--- config.mk ---
export PLATFORM = sky130hd
export DESIGN_NAME = top_k_keyed_frequency_list
export DESIGN_NICKNAME = d
export VERILOG_FILES = /design/src/hdl/tkfl_pkg.sv /design/src/hdl/tkfl_cell.sv /design/src/hdl/top_k_keyed_frequency_list.sv
export SDC_FILE = /design/constraint.sdc
export NUM_CORES = 1
export LEC_CHECK = 0
export ABC_AREA = 1
export BUFFER_PORTS_ARGS = -buffer_cell sky130_fd_sc_hd__buf_2
export CAP_MARGIN = 10
export CELL_PAD_IN_SITES_DETAIL_PLACEMENT = 1
export CELL_PAD_IN_SITES_GLOBAL_PLACEMENT = 1
export CORE_MARGIN = 2
export CORE_UTILIZATION = 43
export CTS_CLUSTER_DIAMETER = 120
export DETAILED_ROUTE_END_ITERATION = 8
export PLACE_DENSITY = 0.83
export SYNTH_ARGS = -nofsm -noshare
export SYNTH_HDL_FRONTEND = slang
export SYNTH_SLANG_ARGS = --single-unit
--- constraint.sdc ---
create_clock -name clk -period 5.1 [get_ports clk]
set_input_delay 1.53 -clock clk [delete_from_list [all_inputs] [get_ports clk]]
set_output_delay 1.53 -clock clk [all_outputs]
set_load 0.05 [all_outputs]
--- src/hdl/tkfl_pkg.sv ---
// shared types and constants for the top-k keyed frequency list
// no dependencies
`timescale 1ns / 1ps

package tkfl_pkg;

    localparam int MAX_SIZE = 8;
    localparam int KEY_W    = 32;
    localparam int FREQ_W   = 16;
    localparam int POS_W    = 6;
    localparam int FILL_W   = 7;
    localparam int HELD_W   = $clog2(MAX_SIZE + 1);

    typedef enum logic [1:0] {
        KIND_ADD    = 2'd0,
        KIND_CLEAR  = 2'd1,
        KIND_READ   = 2'd2,
        KIND_LOOKUP = 2'd3
    } kind_t;

    // command fields and list-wide decisions seen by every cell
    typedef struct packed {
        kind_t               kind;
        logic [KEY_W-1:0]    key;
        logic [FREQ_W-1:0]   freq;
        logic [POS_W-1:0]    pos;
        logic [FILL_W-1:0]   held;
        logic                room;
        logic                existing;
        logic                write_en;
    } ctrl_t;

    // data handed from one cell to its right neighbor
    typedef struct packed {
        logic                cond;
        logic                match_any;
        logic                raise_ok;
        logic                hit;
        logic [POS_W-1:0]    hit_idx;
        logic [KEY_W-1:0]    hit_key;
        logic [FREQ_W-1:0]   hit_freq;
        logic [KEY_W-1:0]    nbr_key;
        logic [FREQ_W-1:0]   nbr_freq;
    } link_t;

endpackage

--- src/hdl/tkfl_cell.sv ---
// one list slot: stored entry, compare against the command, shift or insert
// depends on tkfl_pkg
`timescale 1ns / 1ps

module tkfl_cell
(
    input  logic                clk,
    input  logic [tkfl_pkg::POS_W-1:0] cell_idx,
    input  tkfl_pkg::ctrl_t     ctrl,
    input  tkfl_pkg::link_t     link_in,
    output tkfl_pkg::link_t     link_out
);

    logic [tkfl_pkg::KEY_W-1:0]  key_reg;
    logic [tkfl_pkg::KEY_W-1:0]  key_next;
    logic [tkfl_pkg::FREQ_W-1:0] freq_reg;
    logic [tkfl_pkg::FREQ_W-1:0] freq_next;
    logic [tkfl_pkg::FILL_W-1:0] idx_ext;
    logic                        valid;
    logic                        eq;
    logic                        lt;
    logic                        cond;
    logic                        bound;
    logic                        take_new;
    logic                        shift;
    logic                        sel;

    always_comb
    begin
        idx_ext  = {1'b0, cell_idx};
        valid    = idx_ext < ctrl.held;
        eq       = valid && (key_reg == ctrl.key);
        lt       = valid && (freq_reg < ctrl.freq);
        // an append lands at the first free slot when nothing is lower
        cond     = lt || (!ctrl.existing && ctrl.room && (idx_ext == ctrl.held));
        bound    = ctrl.existing ? !link_in.match_any : (idx_ext <= ctrl.held);
        take_new = cond && !link_in.cond;
        shift    = link_in.cond && bound;

        key_next  = key_reg;
        freq_next = freq_reg;
        if (ctrl.write_en && take_new)
        begin
            key_next  = ctrl.key;
            freq_next = ctrl.freq;
        end
        else if (ctrl.write_en && shift)
        begin
            key_next  = link_in.nbr_key;
            freq_next = link_in.nbr_freq;
        end

        sel = ((ctrl.kind == tkfl_pkg::KIND_LOOKUP) && eq) ||
              ((ctrl.kind == tkfl_pkg::KIND_READ) && valid && (ctrl.pos == cell_idx));

        link_out           = link_in;
        link_out.cond      = cond;
        link_out.match_any = link_in.match_any || eq;
        link_out.raise_ok  = link_in.raise_ok || (eq && lt);
        link_out.hit       = link_in.hit || sel;
        link_out.nbr_key   = key_reg;
        link_out.nbr_freq  = freq_reg;
        if (!link_in.hit && sel)
        begin
            link_out.hit_idx  = cell_idx;
            link_out.hit_key  = key_reg;
            link_out.hit_freq = freq_reg;
        end
    end

    always_ff @(posedge clk)
    begin
        key_reg  <= key_next;
        freq_reg <= freq_next;
    end

endmodule

--- src/hdl/top_k_keyed_frequency_list.sv ---
// top level of the top-k keyed frequency list: control, fill count, result register
// depends on tkfl_pkg and tkfl_cell
//
// usage:
//   command channel: drive kind, word_key, frequency and position with start high;
//   the beat is taken at a rising edge with start high and busy low. busy stays low,
//   so a new command may follow in every cycle.
//   kinds: add or raise, clear, read entry at position, look up word_key.
//   result channel: done is high for exactly one cycle, the cycle after the command
//   beat, with accepted, found, entry_index, entry_word, entry_frequency and
//   fill_count valid in that cycle. throughput one command per cycle.
//   search, insert and re-sort happen in one pass through the row of cells:
//   each cell compares its entry with the command and either keeps its entry, takes
//   the new one or takes its left neighbor's, so the ripple through the row sets the
//   cycle time.
//   reset empties the list (fill count zero) and drops any pending result; stored
//   entries are not cleared. the receiver cannot stall: each result beat is taken
//   in the cycle it is shown.
`timescale 1ns / 1ps

module top_k_keyed_frequency_list
(
    input  logic                          clk,
    input  logic                          rst_n,
    input  logic                          start,
    output logic                          busy,
    input  logic [1:0]                    kind,
    input  logic [tkfl_pkg::KEY_W-1:0]    word_key,
    input  logic [tkfl_pkg::FREQ_W-1:0]   frequency,
    input  logic [tkfl_pkg::POS_W-1:0]    position,
    output logic                          done,
    output logic                          accepted,
    output logic                          found,
    output logic [tkfl_pkg::POS_W-1:0]    entry_index,
    output logic [tkfl_pkg::KEY_W-1:0]    entry_word,
    output logic [tkfl_pkg::FREQ_W-1:0]   entry_frequency,
    output logic [tkfl_pkg::FILL_W-1:0]   fill_count
);

    tkfl_pkg::ctrl_t               ctrl;
    tkfl_pkg::link_t               links [tkfl_pkg::MAX_SIZE+1];
    tkfl_pkg::link_t               last;
    tkfl_pkg::kind_t               cmd_kind;
    logic                          take;
    logic                          add_ok;
    logic [tkfl_pkg::HELD_W-1:0]   held_reg;
    logic [tkfl_pkg::HELD_W-1:0]   held_next;
    logic                          done_reg;
    logic                          accepted_reg;
    logic                          found_reg;
    logic [tkfl_pkg::POS_W-1:0]    index_reg;
    logic [tkfl_pkg::KEY_W-1:0]    word_reg;
    logic [tkfl_pkg::FREQ_W-1:0]   freq_reg;

    assign busy     = 1'b0;
    assign take     = start && !busy;
    assign cmd_kind = tkfl_pkg::kind_t'(kind);
    assign links[0] = '0;
    assign last     = links[tkfl_pkg::MAX_SIZE];

    always_comb
    begin
        ctrl.kind     = cmd_kind;
        ctrl.key      = word_key;
        ctrl.freq     = frequency;
        ctrl.pos      = position;
        ctrl.held     = tkfl_pkg::FILL_W'(held_reg);
        ctrl.room     = held_reg < tkfl_pkg::HELD_W'(tkfl_pkg::MAX_SIZE);
        ctrl.existing = last.match_any;
        // when full, the last cell's compare decides replacement
        add_ok        = last.match_any ? last.raise_ok : (ctrl.room || last.cond);
        ctrl.write_en = take && (cmd_kind == tkfl_pkg::KIND_ADD) && add_ok;

        held_next = held_reg;
        if (take && (cmd_kind == tkfl_pkg::KIND_CLEAR))
        begin
            held_next = '0;
        end
        else if (ctrl.write_en && !last.match_any && ctrl.room)
        begin
            held_next = held_reg + 1'b1;
        end
    end

    for (genvar i = 0; i < tkfl_pkg::MAX_SIZE; i++)
    begin : g_row
        tkfl_cell u_slot
        (
            .clk      (clk),
            .cell_idx (tkfl_pkg::POS_W'(i)),
            .ctrl     (ctrl),
            .link_in  (links[i]),
            .link_out (links[i+1])
        );
    end

    always_ff @(posedge clk or negedge rst_n)
    begin
        if (!rst_n)
        begin
            held_reg <= '0;
            done_reg <= 1'b0;
        end
        else
        begin
            held_reg <= held_next;
            done_reg <= take;
        end
    end

    always_ff @(posedge clk)
    begin
        if (take)
        begin
            accepted_reg <= ctrl.write_en;
            found_reg    <= last.hit;
            index_reg    <= last.hit_idx;
            word_reg     <= last.hit_key;
            freq_reg     <= last.hit_freq;
        end
    end

    assign done            = done_reg;
    assign accepted        = accepted_reg;
    assign found           = found_reg;
    assign entry_index     = index_reg;
    assign entry_word      = word_reg;
    assign entry_frequency = freq_reg;
    assign fill_count      = tkfl_pkg::FILL_W'(held_reg);

endmodule

Word-level counts from Yosys, hierarchy flattened
Index checks and enable logic that the tools add are counted.
{"block": "op_classes", "addsub": 1, "magnitude_cmp": 24, "eq_ne": 25, "n_mux": 46, "reduce_logical": 172}
{"operator": "2-to-1 mux 32 bit", "n": 14}
{"operator": "== test 32 bit", "n": 8}
{"operator": "2-to-1 mux 16 bit", "n": 14}
{"operator": "2-to-1 mux 50 bit", "n": 4}
{"operator": "less-than comparator 16 bit", "n": 8}
{"operator": "logical AND 1 bit", "n": 98}
{"operator": "2-to-1 mux 49 bit", "n": 2}
{"operator": "2-to-1 mux 48 bit", "n": 2}
{"operator": "logical OR 1 bit", "n": 38}
{"operator": "== test 6 x 3 -> 1 bit, second input constant", "n": 4}
{"operator": "logical NOT 1 bit", "n": 22}
{"operator": "== test 3 x 4 -> 1 bit, first input constant", "n": 4}
{"operator": "<= comparator 3 x 4 -> 1 bit, first input constant", "n": 4}
{"operator": "less-than comparator 3 x 4 -> 1 bit, first input constant", "n": 4}
{"operator": "nonzero test 2 bit", "n": 8}
{"operator": "== test 6 x 2 -> 1 bit, second input constant", "n": 2}
{"operator": "== test 2 x 4 -> 1 bit, first input constant", "n": 2}
{"operator": "<= comparator 2 x 4 -> 1 bit, first input constant", "n": 2}
{"operator": "less-than comparator 1 x 4 -> 1 bit, first input constant", "n": 2}
{"operator": "less-than comparator 2 x 4 -> 1 bit, first input constant", "n": 2}
{"operator": "2-to-1 mux 1 bit", "n": 8}
{"operator": "2-to-1 mux 4 bit", "n": 2}
{"operator": "logical NOT 7 bit", "n": 1}
{"operator": "OR reduction 7 bit", "n": 1}
{"operator": "11 further kinds", "n": 12}
{"block": "word_totals", "register_bits": 445, "input_bits": 59, "out_inout_bits": 65, "word_cells": 294}

Longest topological paths before layout
{"block": "logic_depth", "depth_word": 20, "depth_mapped": 23, "depth_no_buf": 21}

Hierarchy
From an unflattened synthesis, not the netlist that was laid out.
{"block": "hier_totals", "cells_unflattened": 5221, "area_unflattened_um2": 35940.7}
{"mod": "tkfl_cell at g_row[4].u_slot ...", "instances": 4, "cells_each": 642, "area_per_inst_um2": 4240.3, "seq_area_each_um2": 1441.4}
{"mod": "tkfl_cell at g_row[0].u_slot ...", "instances": 4, "cells_each": 637, "area_per_inst_um2": 4236.6, "seq_area_each_um2": 1441.4}
{"mod": "top_k_keyed_frequency_list", "instances": 1, "cells_each": 105, "area_per_inst_um2": 2033.2, "seq_area_each_um2": 1806.7}

Least setup slack after synthesis
No wires, ideal clock.
{"block": "synth_path", "path_type": "input to register", "startpoint": "in frequency[15] (netlist name)", "endpoint": "reg g_row[1].u_slot.freq_reg[0] (netlist name), enable pin", "setup_time_ns": 0.470, "arrival_ns": 5.975, "t_required_ns": 4.630, "slack_ns": -1.345, "path_stages": 17, "path_buffers": 3, "cell_sequence": "clkbuf_1 > inv_1 > ha_1 > a21o_1 > o21ba_2 > nand2_1 > a21oi_1 > nand3_1 > nand2_1 > nor2_1 > nand4_1 > nor2_1 > nand3_1 > nand3_4 > buf_2 > buf_2 > a21oi_1"}
{"block": "synth_via", "elab_chain_len": 14, "word_cells_on_any_way": 43, "cone_classes": "order compare: 8; mux: 1; reduce/logical: 34"}
{"element": "from (decl)", "line": "top_k_keyed_frequency_list.sv:29", "rtl": "input logic [tkfl_pkg::FREQ_W-1:0] frequency,"}
{"element": "less-than comparator 16 bit", "line": "tkfl_cell.sv:33", "rtl": "lt = valid && (freq_reg < ctrl.freq);"}
{"element": "logical AND 1 bit", "line": "tkfl_cell.sv:33"}
{"element": "logical AND 1 bit", "line": "tkfl_cell.sv:59", "rtl": "link_out.raise_ok = link_in.raise_ok || (eq && lt);"}
{"element": "logical OR 1 bit (7 in series)", "line": "tkfl_cell.sv:59"}
{"element": "2-to-1 mux 1 bit", "line": "top_k_keyed_frequency_list.sv:71", "rtl": "add_ok = last.match_any ? last.raise_ok : (ctrl.room || last.cond);"}
{"element": "logical AND 1 bit", "line": "top_k_keyed_frequency_list.sv:72", "rtl": "ctrl.write_en = take && (cmd_kind == tkfl_pkg::KIND_ADD) && add_ok;"}
{"element": "logical AND 1 bit (on tied branches)", "line": "tkfl_cell.sv:47, tkfl_cell.sv:42"}
{"element": "nonzero test 2 bit (no line) *"}
{"element": "to (signal assigned)", "line": "tkfl_cell.sv:74", "rtl": "freq_reg <= freq_next;"}
{"element": "to (decl)", "line": "tkfl_cell.sv:16", "rtl": "logic [tkfl_pkg::FREQ_W-1:0] freq_reg;"}
Mark *: on every way between the ends. The rest lies on a longest branch, timed or not.
A chain may end at the register's enable or synchronous reset.

Final worst setup path
{"block": "layout_path", "startpoint": "in word_key[31] (netlist name)", "endpoint": "reg g_row[6].u_slot.key_reg[11] (netlist name), enable pin"}
{"block": "layout_via", "elab_chain_len": 18, "word_cells_on_any_way": 57, "cone_classes": "eq/ne: 8; mux: 2; reduce/logical: 47"}
{"element": "from (decl)", "line": "top_k_keyed_frequency_list.sv:28", "rtl": "input logic [tkfl_pkg::KEY_W-1:0] word_key,"}
{"element": "== test 32 bit", "line": "tkfl_cell.sv:32", "rtl": "eq = valid && (key_reg == ctrl.key);"}
{"element": "logical AND 1 bit", "line": "tkfl_cell.sv:32"}
{"element": "logical OR 1 bit (7 in series)", "line": "tkfl_cell.sv:58", "rtl": "link_out.match_any = link_in.match_any || eq;"}
{"element": "logical NOT 1 bit", "line": "tkfl_cell.sv:35", "rtl": "cond = lt || (!ctrl.existing && ctrl.room && (idx_ext == ctrl.held));"}
{"element": "logical AND 1 bit (2 in series)", "line": "tkfl_cell.sv:35"}
{"element": "logical OR 1 bit", "line": "tkfl_cell.sv:35"}
{"element": "logical OR 1 bit", "line": "top_k_keyed_frequency_list.sv:71"}
{"element": "2-to-1 mux 1 bit", "line": "top_k_keyed_frequency_list.sv:71"}
{"element": "logical AND 1 bit", "line": "top_k_keyed_frequency_list.sv:72"}
{"element": "logical AND 1 bit (on tied branches)", "line": "tkfl_cell.sv:47, tkfl_cell.sv:42"}
{"element": "nonzero test 2 bit (no line) *"}
{"element": "to (signal assigned)", "line": "tkfl_cell.sv:73", "rtl": "key_reg <= key_next;"}
{"element": "to (decl)", "line": "tkfl_cell.sv:14", "rtl": "logic [tkfl_pkg::KEY_W-1:0] key_reg;"}
Marks and branches as above.

==> results.md <==
- Total Routing Usage GR: 37.1%
- Min-delay src: g_row[7].u_slot.key_reg[1]
- Initial antenna violation count: 5
- Commonest non-fill, non-tap cell in the layout: nand2_1
- Reg power frac: 42.2%
- CTS Hold Bufs: 0
- I/O Pins: about 120
- NumNets Final: between 4,000 and 5,000
- WHS Path Cells: 2
- Slowest Stage Delay on Critical Path: 0.45 ns
- Endpoints failing setup: 0
- LEAKAGE: 15.8 nW
- Synth Flop Type: edfxtp_1
- Post-synth top area share: around two fifths
- Post-CTS setup buffer count: 0
- Sw Pwr: 3.07 mW
- Finished Cell Area: 0.0365 mm^2
- Top delay family on crit path: simple AND/OR/NAND/NOR gates
- Yosys cell types: 48
- Iteration-0 DRC Markers: 3,993
- Hold Fails Final Rpt: 0
- Fin crit period: 4.58 ns
- Clock root buffer: clkbuf_16
- Synth warn: 0
- Critical Path AT: around 4.9 ns
- Area Overhead vs Synth: 15.4%
- Hold Crit Class: flop to flop
- Crit path kind: input pin to flop
- Asr flop ratio synth: around 1.1%
- RePlAce Congestion: 1.02
- Buf/Inv on CP: 3
- Port buffer count: between 100 and 150
- Crit end category: flop
- Chip width: about 280 um
- Max-slew headroom: 31.5%
- Clock share of power: 39.7%
- DIE HEIGHT: 275 um
- Post-synth EDFFs: 437
- Final routed DRC violation total: 0
- Crit-path cells: buf_2 > xor2_1 > nor3_1 > nand2_1 > nor2_1 > nand3_1 > nand2_1 > nor2_2 > nand4_2 > nor2_2 > buf_4 > nand3_1 > nand3_2 > a21oi_4 > buf_12
- H-tree Lvls: 2
- Unrepaired setup endpoints after global routing: false
- Slew of the pin with the lowest slew margin: 1.01 ns
- Worst Path Max Fanout: 24
- Drt pass-1 iters: 6
- Synth Register Bits: ~440
- Vias: 31,400
- Die ar.: 0.0758 mm^2
- Gr ovfl total: 0
- First-pass GRT wire length: 207,000 um
- Required time of the critical path: around 5.4 ns
- Worst path depth: 15
- Most frequent cells in the layout: 1,316 x nand2_1, 472 x inv_1, 437 x edfxtp_1, 337 x o21bai_1, 324 x nor2_1
- Period utilization: 89.8%
- Clock sink total: 442
- Area leader, netlist: edfxtp_1
- Switch share: 30.9%
- Clock transition at path regs: 0.06 ns
- P_int: 6.87 mW
- Wirelength, routed: 142,000 um
- HPWL Detailed: roughly 100,000 um
- Max reg flops: 256
- Sequential area share after synthesis: 41.8%
- Share of layout cells above drive strength 1: 11.4%
- Outcome: completed
- CTS tree: yes
- Synthesized cell area: 0.0317 mm^2
- Initial core utilization: 43.4%
- Startpoint Class: input pin
- PD cells: 272 mW/mm^2
- Clock latency on the worst-skew pair: roughly 0.64 ns
- Detailed-route vias per instance: 5.94
- Core area: 0.0730 mm^2
- CP startpoint: word_key[31]
- Final-report max-slew violation count: 0
- Largest net degree at the start of global routing: 100
- # resized after CTS: 0
- Total CTS buffers: 54
- Highest Clock Rate: 218 MHz
- Reg2reg path depth: 16
- Placed Area: 0.0348 mm^2
- Number of global-route vias before repair: 31,700
- Cells after Synth: 4,112
- Worst R2R Start: held_reg[3]
- Combinational Power Share: 18.1%
- Num rows: 99
- Clock Skew: 0.0242 ns
- WL/cell: 26.8 um
- Max cap viols: 0
- Syn_area_per_cell: 7.70 um^2
- CP max stage cell: a21oi_4
- Final ANT Viol Nets: 0
- Placed cell count: 5,185
- Peak VDD IR: 0.000272 V
- Synth area leaders: edfxtp_1 41%, nand2_1 16%, o21bai_1 8.0%
- Final Non-Filler Cells: 5,284
- Clock Path Buffers: 3
## final timing paths
kind	endpoint	slack, ns
max in group asynchronous	done	4.22
worst min-delay path	entry_word[1]	0.58
worst max register to register	g_row[6].u_slot.key_reg[11]	0.84
worst min register to register	entry_word[1]	0.58
worst max-delay path	g_row[6].u_slot.key_reg[11]	0.52
min in group asynchronous	held_reg[2]	0.72
## layout make-up
type / count / area (um^2)
fill: 8868 / 36400
multi-input combinational: 2940 / 15500
sequential: 442 / 13200
timing repair buffer: 357 / 3070
inverter: 487 / 1830
clock buffer: 60 / 1400
tap: 959 / 1200
clock inverter: 38 / 325
antenna: 1 / 2.50
## layer usage
layer  global-route usage (%)  part of all wire (%)
met2                     57.5                    44
met1                     51.3                    41
met4                     16.4                   5.0
met3                     5.69                    10
met5                        0                 0.032
## kinds of logic (layout without fill, tap and decap cells)
group           count (synthesis)  in the layout  synth area share (%)
simple gates                 2087           2087                  27.3
buf+inv                       736            942                  9.95
compound gates                584            584                  12.1
flops                         442            442                  41.8
xor+xnor                      139            139                  3.85
fa+ha+maj                     123            123                  4.86
other cells                     1              8                0.0118
## cells in the mapped netlist, types with 4 or more instances
library cell     n
or2_2            7
buf_4           38
nor2_1         334
o21a_1           6
edfxtp_1       437
nand3_1        194
nand2_1       1322
nand4_1        106
a21oi_1        120
a211oi_1         4
and2_1           6
nor3b_1          6
buf_1            5
nor4_1          28
dfrtp_1          5
nor3_1          57
inv_2           14
buf_2          119
ha_1           123
o22ai_1          4
nand3b_1         9
o21ai_0         97
o2111ai_1        4
xor2_1          74
nor2_2           6
clkbuf_1        74
inv_1          473
o211ai_1         4
o21bai_1       337
buf_6           13
xnor2_1         65
## worst reg2reg max path: stages (launching register included)
cell,delay (ns)
dfrtp_1,0.60
inv_2,0.26
nand2_2,0.25
nor2_2,0.12
nor3_1,0.44
nand2_1,0.10
nor2_1,0.24
nand3_1,0.23
nand2_1,0.16
nor2_2,0.06
nand4_2,0.10
nor2_2,0.07
buf_4,0.18
nand3_1,0.12
nand3_2,0.28
a21oi_4,0.45
buf_12,0.27
## power by group through the flow
stage	clock network [mW]	registers (mW)	logic, mW
detailed placement	0	4.26	1.72
finish	3.95	4.19	1.80
CTS	3.98	4.19	1.74
global placement	0	4.26	1.68
global route	4.10	4.20	1.88
floorplan	0	4.30	0.884
## through the flow
stage,power [mW],util [%],TNS [ns],hold slack [ns],setup slack [ns]
floorplan,5.18,-,-77.71,0.531,-0.282
global placement,5.94,47.7,-0.00451,0.558,-0.00126
detailed placement,5.99,47.7,0,0.568,0.0137
CTS,9.91,50.1,0,0.582,0.647
global route,10.2,50.1,0,0.597,0.450
finish,9.94,50.1,0,0.582,0.522
No activity file was read; power rests on OpenSTA's default activity.
